[src/rtl/core/fabik_pkg.sv]
package fabik_pkg;

	localparam int COORD_WIDTH = 32;
	localparam int LEN_WIDTH   = 31;
	localparam int ITER_WIDTH  = 8;
	localparam int MAG_W       = (COORD_WIDTH + 1 > 32) ? COORD_WIDTH + 1 : 32;
	localparam int SUM_W       = ((COORD_WIDTH > 32) ? COORD_WIDTH : 32) + 1;
	localparam int PROD_W      = 2 * LEN_WIDTH;
	localparam int ROOT_W      = 64;
	localparam int CNT_W       = $clog2(PROD_W);

	localparam logic [LEN_WIDTH-1:0]  FIRST_LEN_RST  = LEN_WIDTH'(10485760);
	localparam logic [LEN_WIDTH-1:0]  SECOND_LEN_RST = LEN_WIDTH'(10485760);
	localparam logic [ITER_WIDTH-1:0] ITER_RST       = ITER_WIDTH'(8);

	localparam logic [1:0] REG_FIRST_LEN  = 2'd0;
	localparam logic [1:0] REG_SECOND_LEN = 2'd1;
	localparam logic [1:0] REG_ITER       = 2'd2;

	typedef struct packed {
		logic signed [COORD_WIDTH-1:0] x;
		logic signed [COORD_WIDTH-1:0] y;
	} point_t;

	typedef struct packed {
		logic signed [COORD_WIDTH-1:0] base_x;
		logic signed [COORD_WIDTH-1:0] base_y;
		logic signed [COORD_WIDTH-1:0] middle_x;
		logic signed [COORD_WIDTH-1:0] middle_y;
		logic signed [COORD_WIDTH-1:0] tip_x;
		logic signed [COORD_WIDTH-1:0] tip_y;
		logic signed [COORD_WIDTH-1:0] target_x;
		logic signed [COORD_WIDTH-1:0] target_y;
	} item_t;

	typedef struct packed {
		logic signed [COORD_WIDTH-1:0] solved_middle_x;
		logic signed [COORD_WIDTH-1:0] solved_middle_y;
		logic signed [COORD_WIDTH-1:0] solved_tip_x;
		logic signed [COORD_WIDTH-1:0] solved_tip_y;
		logic                          degenerate_seen;
	} result_t;

	typedef struct packed {
		logic                 start;
		logic [LEN_WIDTH-1:0] len;
		point_t               s;
		point_t               m;
	} place_req_t;

	typedef struct packed {
		logic   done;
		logic   degen;
		point_t p;
	} place_rsp_t;

endpackage

[src/rtl/core/fabik_place.sv]
module fabik_place
	import fabik_pkg::*;
(
	input  logic       clk,
	input  logic       arst_n,
	input  place_req_t req,
	output place_rsp_t rsp
);

	typedef enum logic [3:0] {
		P_IDLE, P_DIFF, P_NORM, P_SQX, P_SQY, P_SUM, P_SQRT,
		P_MUL, P_LOAD, P_DIV, P_STORE, P_DONE
	} pstate_t;

	localparam logic [MAG_W-1:0] NORM_HIGH = MAG_W'(64'd1 << 31);
	localparam logic [MAG_W-1:0] NORM_LOW  = MAG_W'(64'd1 << 30);
	localparam logic signed [SUM_W-1:0] C_MAX =
		{{(SUM_W-COORD_WIDTH+1){1'b0}}, {(COORD_WIDTH-1){1'b1}}};
	localparam logic signed [SUM_W-1:0] C_MIN =
		{{(SUM_W-COORD_WIDTH+1){1'b1}}, {(COORD_WIDTH-1){1'b0}}};

	pstate_t                  state_q;
	point_t                   s_q;
	point_t                   m_q;
	logic [LEN_WIDTH-1:0]     len_q;
	logic [MAG_W-1:0]         ax_q, ay_q;
	logic                     negx_q, negy_q;
	logic [PROD_W-1:0]        prod_q;
	logic [ROOT_W-1:0]        n_q, root_q, bit_q;
	logic [PROD_W-1:0]        dq_q;
	logic [31:0]              rem_q;
	logic [CNT_W-1:0]         cnt_q;
	logic                     axis_q;
	logic [LEN_WIDTH-1:0]     qx_q;
	point_t                   out_q;
	logic                     degen_q;

	logic signed [COORD_WIDTH:0] dx, dy;
	logic [COORD_WIDTH:0]        mx, my;
	logic [MAG_W-1:0]            big;
	logic [LEN_WIDTH-1:0]        mul_a, mul_b;
	logic [ROOT_W-1:0]           trial;
	logic [32:0]                 rem_sh, rem_sub;
	logic                        ge;

	function automatic logic signed [COORD_WIDTH-1:0] settle(
		input logic signed [COORD_WIDTH-1:0] s,
		input logic [LEN_WIDTH-1:0] q,
		input logic neg
	);
		logic signed [SUM_W-1:0] v;
		v = neg ? (SUM_W'(s) - $signed(SUM_W'(q))) : (SUM_W'(s) + $signed(SUM_W'(q)));
		if (v > C_MAX) begin
			return C_MAX[COORD_WIDTH-1:0];
		end else if (v < C_MIN) begin
			return C_MIN[COORD_WIDTH-1:0];
		end
		return v[COORD_WIDTH-1:0];
	endfunction

	assign dx = (COORD_WIDTH+1)'(m_q.x) - (COORD_WIDTH+1)'(s_q.x);
	assign dy = (COORD_WIDTH+1)'(m_q.y) - (COORD_WIDTH+1)'(s_q.y);
	assign mx = dx[COORD_WIDTH] ? (COORD_WIDTH+1)'(-dx) : dx;
	assign my = dy[COORD_WIDTH] ? (COORD_WIDTH+1)'(-dy) : dy;
	assign big = (ax_q > ay_q) ? ax_q : ay_q;
	assign trial = root_q + bit_q;
	assign rem_sh = {rem_q, dq_q[PROD_W-1]};
	assign ge = rem_sh >= {1'b0, root_q[31:0]};
	assign rem_sub = rem_sh - {1'b0, root_q[31:0]};

	always_comb begin
		mul_a = len_q;
		mul_b = axis_q ? ay_q[LEN_WIDTH-1:0] : ax_q[LEN_WIDTH-1:0];
		if (state_q == P_SQX) begin
			mul_a = ax_q[LEN_WIDTH-1:0];
			mul_b = ax_q[LEN_WIDTH-1:0];
		end else if (state_q == P_SQY) begin
			mul_a = ay_q[LEN_WIDTH-1:0];
			mul_b = ay_q[LEN_WIDTH-1:0];
		end
	end

	always_ff @(posedge clk or negedge arst_n) begin
		if (!arst_n) begin
			state_q <= P_IDLE;
		end else begin
			prod_q <= mul_a * mul_b;
			unique case (state_q)
				P_IDLE: begin
					if (req.start) begin
						s_q <= req.s;
						m_q <= req.m;
						len_q <= req.len;
						state_q <= P_DIFF;
					end
				end
				P_DIFF: begin
					ax_q <= MAG_W'(mx);
					ay_q <= MAG_W'(my);
					negx_q <= dx[COORD_WIDTH];
					negy_q <= dy[COORD_WIDTH];
					axis_q <= 1'b0;
					if (mx == '0 && my == '0) begin
						out_q <= s_q;
						degen_q <= 1'b1;
						state_q <= P_DONE;
					end else begin
						degen_q <= 1'b0;
						state_q <= P_NORM;
					end
				end
				P_NORM: begin
					if (big >= NORM_HIGH) begin
						ax_q <= ax_q >> 1;
						ay_q <= ay_q >> 1;
					end else if (big < NORM_LOW) begin
						ax_q <= ax_q << 1;
						ay_q <= ay_q << 1;
					end else begin
						state_q <= P_SQX;
					end
				end
				P_SQX: state_q <= P_SQY;
				P_SQY: begin
					n_q <= ROOT_W'(prod_q);
					state_q <= P_SUM;
				end
				P_SUM: begin
					n_q <= n_q + ROOT_W'(prod_q);
					root_q <= '0;
					bit_q <= ROOT_W'(64'd1 << 62);
					state_q <= P_SQRT;
				end
				P_SQRT: begin
					if (n_q >= trial) begin
						n_q <= n_q - trial;
						root_q <= (root_q >> 1) + bit_q;
					end else begin
						root_q <= root_q >> 1;
					end
					bit_q <= bit_q >> 2;
					if (bit_q[0]) begin
						state_q <= P_MUL;
					end
				end
				P_MUL: state_q <= P_LOAD;
				P_LOAD: begin
					dq_q <= prod_q;
					rem_q <= '0;
					cnt_q <= '0;
					state_q <= P_DIV;
				end
				P_DIV: begin
					rem_q <= ge ? rem_sub[31:0] : rem_sh[31:0];
					dq_q <= {dq_q[PROD_W-2:0], ge};
					cnt_q <= cnt_q + 1'b1;
					if (cnt_q == CNT_W'(PROD_W - 1)) begin
						state_q <= P_STORE;
					end
				end
				P_STORE: begin
					if (!axis_q) begin
						qx_q <= dq_q[LEN_WIDTH-1:0];
						axis_q <= 1'b1;
						state_q <= P_MUL;
					end else begin
						out_q.x <= settle(s_q.x, qx_q, negx_q);
						out_q.y <= settle(s_q.y, dq_q[LEN_WIDTH-1:0], negy_q);
						state_q <= P_DONE;
					end
				end
				P_DONE: state_q <= P_IDLE;
				default: state_q <= P_IDLE;
			endcase
		end
	end

	assign rsp.done = (state_q == P_DONE);
	assign rsp.degen = degen_q;
	assign rsp.p = out_q;

endmodule

[config.mk]
export PLATFORM = sky130hd
export DESIGN_NAME = fabik_place
export DESIGN_NICKNAME = d
export VERILOG_FILES = /design/src/rtl/core/fabik_pkg.sv /design/src/rtl/core/fabik_place.sv
export SDC_FILE = /design/constraint.sdc
export NUM_CORES = 2
export LEC_CHECK = 0
export BUFFER_PORTS_ARGS = -buffer_cell sky130_fd_sc_hd__buf_2
export CAP_MARGIN = 5
export CORE_MARGIN = 2
export CORE_UTILIZATION = 55
export CTS_BUF_LIST = sky130_fd_sc_hd__clkbuf_8
export CTS_CLUSTER_SIZE = 14
export DETAILED_ROUTE_END_ITERATION = 7
export HOLD_SLACK_MARGIN = 0.03
export PLACE_DENSITY = 0.83
export SYNTH_ARGS = -nofsm -noshare
export SYNTH_HDL_FRONTEND = slang
export SYNTH_SLANG_ARGS = --single-unit
[constraint.sdc]
create_clock -name clk -period 15.7 [get_ports clk]
set_input_delay 1.57 -clock clk [delete_from_list [all_inputs] [get_ports clk]]
set_output_delay 1.57 -clock clk [all_outputs]
set_load 0.03 [all_outputs]
Word level (Yosys, flattened, before mapping):

Index checks and enable logic that the tools add are counted.

* add/sub/neg operators: 14
* multiply operators: 1
* bitwise logic cells: 1
* reduce and logical (&&, ||, !) cells: 19
* $lt $le $gt $ge: 9
* equal/unequal tests: 21
* multiplexer cells: 52

Operators by type and width (count)
* case mux 64 bit (2 select lines): 3
* 2-to-1 mux 33 bit: 9
* 2-to-1 mux 64 bit: 4
* 2-to-1 mux 32 bit: 7
* case mux 64 bit (3 select lines): 1
* 2-to-1 mux 31 bit: 5
* case mux 33 bit (2 select lines): 2
* subtractor 32 x 32 -> 33 bit: 4
* case mux 62 bit (2 select lines): 1
* adder 32 x 32 -> 33 bit: 2
* greater-than comparator 33 x 32 -> 1 bit (second input constant): 2
* logical NOT 33 bit: 2
* < comparator 33 x 32 -> 1 bit (second input constant): 2
* negator 33 bit: 2
* adder 63 x 64 -> 64 bit: 1
* adder 64 x 62 -> 64 bit: 1
* adder 64 bit: 1
* greater-or-equal comparator 64 bit: 1
* case mux 32 bit (2 select lines): 1
* subtractor 64 bit: 1
* multiplier 31 x 31 -> 62 bit: 1
* case mux 4 bit (11 select lines): 1
* greater-or-equal comparator 33 x 32 -> 1 bit: 1
* greater-or-equal comparator 33 x 32 -> 1 bit (second input constant): 1
* other kinds (24): 61

* bits of input ports: 162
* word-level logic and storage cells: 139
* register bits: 682

Depth between registers and ports, before layout:

* depth after elaboration: 10
* depth in mapped cells: 42

Least setup slack after synthesis:

No wires, ideal clock.

* kind: input to register
* start point: input port req[159] in the netlist's numbering
* end point: register len_q[0], enable pin
* arrival time: 16705 ps
* setup slack: -2079 ps
* required time: 14627 ps
* cell stages on the path: 2
* setup time: 1073 ps
* path buffers: 0
* path through: inv_1 nor4_1

* longest elaborated chain between the ends: 1

RTL lines
* start: declaration: line fabik_place.sv:6 `input place_req_t req,`
* AND reduction 3 bit (no source line)
* end signal: assignment: line fabik_place.sv:93 `len_q <= req.len;`
* end: declaration: line fabik_place.sv:25 `logic [LEN_WIDTH-1:0] len_q;`

Every way passes these cells.
A chain may end at the register's enable or synchronous reset.

Final worst setup path:

* start point: register state_q[3]
* end point: register prod_q[58], data pin

* longest elaborated chain between the ends: 4

RTL lines
* start: declaration: line fabik_place.sv:22 `pstate_t state_q;`
* start signal: assignment: line fabik_place.sv:85 `state_q <= P_IDLE;`
* start signal: assignment: line fabik_place.sv:94 `state_q <= P_DIFF;`
* start signal: assignment: line fabik_place.sv:106 `state_q <= P_DONE;`
* == test 4 x 3 -> 1 bit: line fabik_place.sv:77 `end else if (state_q == P_SQY) begin`
* 2-to-1 mux 31 bit: line fabik_place.sv:77
* 2-to-1 mux 31 bit: line fabik_place.sv:74 `if (state_q == P_SQX) begin`
* multiplier 31 x 31 -> 62 bit *: line fabik_place.sv:87 `prod_q <= mul_a * mul_b;`
* end signal: assignment: line fabik_place.sv:87
* end: declaration: line fabik_place.sv:28 `logic [PROD_W-1:0] prod_q;`

Mark *: on every way between the ends. The rest lies on a longest branch, timed or not.

==> run_results.csv <==
group,metric,value,unit
run_status,outcome,"finished with violations",
run_status,violations,"DRC, capacitance limit, slew limit",
detailed_routing,drt-initial-drc-count,7404,
placed_design,gp_congestion,1.035,
logic_synthesis,yosysWarnings,0,
worst_setup_path,startpoint_type,"flop",
clocking,cts_sinks,650,
cells_and_area,final_core_util,59.31,%
floorplan,dieHeight,384.6,µm
global_routing,grt_pass1_wl,405100,µm
worst_setup_path,r2r_setup_slack,3670,ps
worst_setup_path,crit_fanout,71,
detailed_routing,viasPerCell,6.295,
timing,drv_slew,1,
clocking,clkTransAtPathRegs,60,ps
clocking,cts_tree,"done",
detailed_routing,routed_wl,268400,µm
timing,tns,0,ps
worst_setup_path,worst_r2r_path_depth,32,
worst_setup_path,r2r_start,"state_q[3]$_DFFE_PN0P_",
worst_setup_path,cp_common_cell,"fa_1",
floorplan,io_pins,228,
floorplan,dieArea,147900,µm²
floorplan,initial_utilization,55.45,%
cells_and_area,layout-drive-gt1-share,7.278,%
detailed_routing,ant_nets,0,
clocking,htree_num_levels,3,
cells_and_area,final_common_cell,"inv_1",
clocking,postCtsHoldBufs,0,
job,maxCapViolCount,1,
clocking,clockRootBuffer,"clkbuf_8",
cells_and_area,multi_input_area,55150,µm²
clocking,clk_latency,890,ps
worst_setup_path,crit_slowest_cell,"o21a_1",
logic_synthesis,syn_inst,8751,
global_routing,antenna_found_initial,21,
placed_design,dp_slack,3904,ps
placed_design,hpwl,208300,µm
global_routing,grt_max_degree,160,
timing,setup_slack,3671,ps
floorplan,row_count,139,
global_routing,grt_usage,36.24,%
timing,max_freq,83.13,MHz
timing,rsz0062_at_grt,"no",
worst_setup_path,end_kind,"flop",
timing,skew,87.21,ps
logic_synthesis,ys_seq_area_share,24.48,%
logic_synthesis,synth_fp_nets,10400,
global_routing,grt_pass1_vias,67900,
detailed_routing,drcViolationCount,22,
worst_setup_path,r2r-end,"prod_q[58]$_DFFE_PP_",
detailed_routing,first_pass_iters,8,
timing,tightestPinTransition,1487,ps
logic_synthesis,synth_edf_count,646,
timing,fin_crit_sh,76.62,%
logic_synthesis,yosys.area.top_type,"edfxtp_1",
worst_setup_path,path_class,"flop to flop",
cells_and_area,final_nets,10510,
clocking,post_cts_buffers,0,
logic_synthesis,ys_top_cells_by_area,"edfxtp_1, fa_1, ha_1",
worst_setup_path,crit_start,"state_q[3]$_DFFE_PN0P_",
logic_synthesis,syn_area_per_cell,9.103,µm²
logic_synthesis,ys_types,122,
worst_setup_path,cp_data_arrival_time,12630,ps
logic_synthesis,synth_top_flop_cell,"edfxtp_1",
cells_and_area,mostFrequentLayoutCells,"inv_1, nand2_1, nor2_1, fa_1",
worst_setup_path,crit_path_end,"prod_q[58]$_DFFE_PP_",
timing,hold_ws,497.8,ps
logic_synthesis,synth_top_area_share,24.35,%
clocking,cts-resized-gates,0,
logic_synthesis,syn_area,79660,µm²
cells_and_area,fill_cells,12450,
cells_and_area,area.sequential,19500,µm²
timing,hold_viol,0,
clocking,cts_buffer_depth,3,
timing,maxSlewHeadroom,-0.1921,%
detailed_routing,wire_per_inst,24.70,µm
timing,min_period,12030,ps
worst_setup_path,crit_path_max_incr_delay,1100,ps
logic_synthesis,async_reset_ff_share,0.6154,%
global_routing,overflow,0,
clocking,cts_buffers,109,
detailed_routing,vias,68410,
logic_synthesis,synth-seq-cells,650,
worst_setup_path,critPathRequiredTime,16310,ps
placed_design,io_buffer_count,227,
floorplan,dieWidth,384.6,µm
worst_hold_path,worstHoldStart,"dq_q[44]$_DFFE_PP_",
timing,setup_viol,0,
cells_and_area,syn2layout_area_growth,6.966,%
floorplan,design.core.area,143700,µm²
worst_hold_path,worst_hold_path_type,"flop to flop",
==> registers in the layout, summed over array words and instances (netlist names), 4 cells and up <==
signal	count
root_q	64
prod_q	62
bit_q	32
s_q	64
m_q	64
rsp	64
len_q	31
ay_q	33
cnt_q	6
rem_q	32
ax_q	33
state_q	4
dq_q	62
n_q	64
qx_q	31
==> worst min-delay path by stage <==
stage / slack, ps / to / cells past startpoint
floorplan: 470 / qx_q[16]$_DFFE_PP_ / 0
global placement: 490 / dq_q[55]$_DFFE_PP_ / 2
detailed placement: 490 / dq_q[37]$_DFFE_PP_ / 2
CTS: 490 / dq_q[45]$_DFFE_PP_ / 2
global route: 520 / dq_q[45]$_DFFE_PP_ / 2
finish: 500 / dq_q[45]$_DFFE_PP_ / 2
==> kinds of logic after synthesis <==
family | Yosys count | synth area share [%]
buffers and inverters | 1385 | 6.619
XOR/XNOR | 528 | 5.824
adder cells (fa/ha/maj) | 1539 | 31.97
flip-flops | 650 | 24.48
AND/OR/NAND/NOR | 2787 | 15.62
multiplexers | 112 | 1.420
AO/OA/AOI/OAI | 1750 | 14.06
==> metrics by stage <==
step,instances,cell area [µm²]
5_1_grt,10860,85190
3_5_place_dp,10650,82920
4_1_cts,10850,85160
2_1_floorplan,8751,79670
3_3_place_gp,10650,82920
6_report,10870,85210
==> Yosys cell counts, types with 40 or more instances <==
cell	n
a211oi_1	80
a21o_1	176
a21oi_1	464
a22oi_1	45
a31oi_1	87
and2_1	40
and3_1	82
clkbuf_1	301
edfxtp_1	646
fa_1	844
ha_1	646
inv_1	1042
maj3_1	49
mux2i_1	104
nand2_1	1028
nand2b_1	64
nand3_1	108
nand4_1	57
nor2_1	1001
nor2b_1	79
nor3_1	109
o21a_1	108
o21ai_0	376
o21ai_1	42
o21bai_1	58
xnor2_1	334
xor2_1	192
==> per-layer routing <==
layer / GRT usage (%) / up-vias / wire length (µm)
met2: 55.78 / 4102 / 118100
met1: 45.95 / 33300 / 100700
met5: 0 / - / 17
met4: 26.09 / 2 / 22520
met3: 6.779 / 1011 / 27060
li1: - / 29990 / -
==> layout make-up <==
class                   instances  share of cell area, %
clock buffers                 110                  1.777
diodes                         18                0.05286
repair buffers                338                  2.329
flip-flops and latches        650                  22.88
inverters                    1042                  4.590
clock inverters                89                 0.8502
multi-input cells            6716                  64.72
well taps                    1903                  2.794
==> critical path: cells and delay by family (launching register included) <==
kind / cells / cell delay, ps
DFF: 1 / 520
buffers and inverters: 6 / 1230
xor gates and xnor gates: 1 / 130
and+or+nand+nor: 4 / 630
adders and majority gates: 9 / 4390
AOI/OAI and AO/OA: 12 / 4880
Power is left out: the tool's default activity adds up to more than one toggle a clock period on the data nets, which glitch-free logic cannot reach.
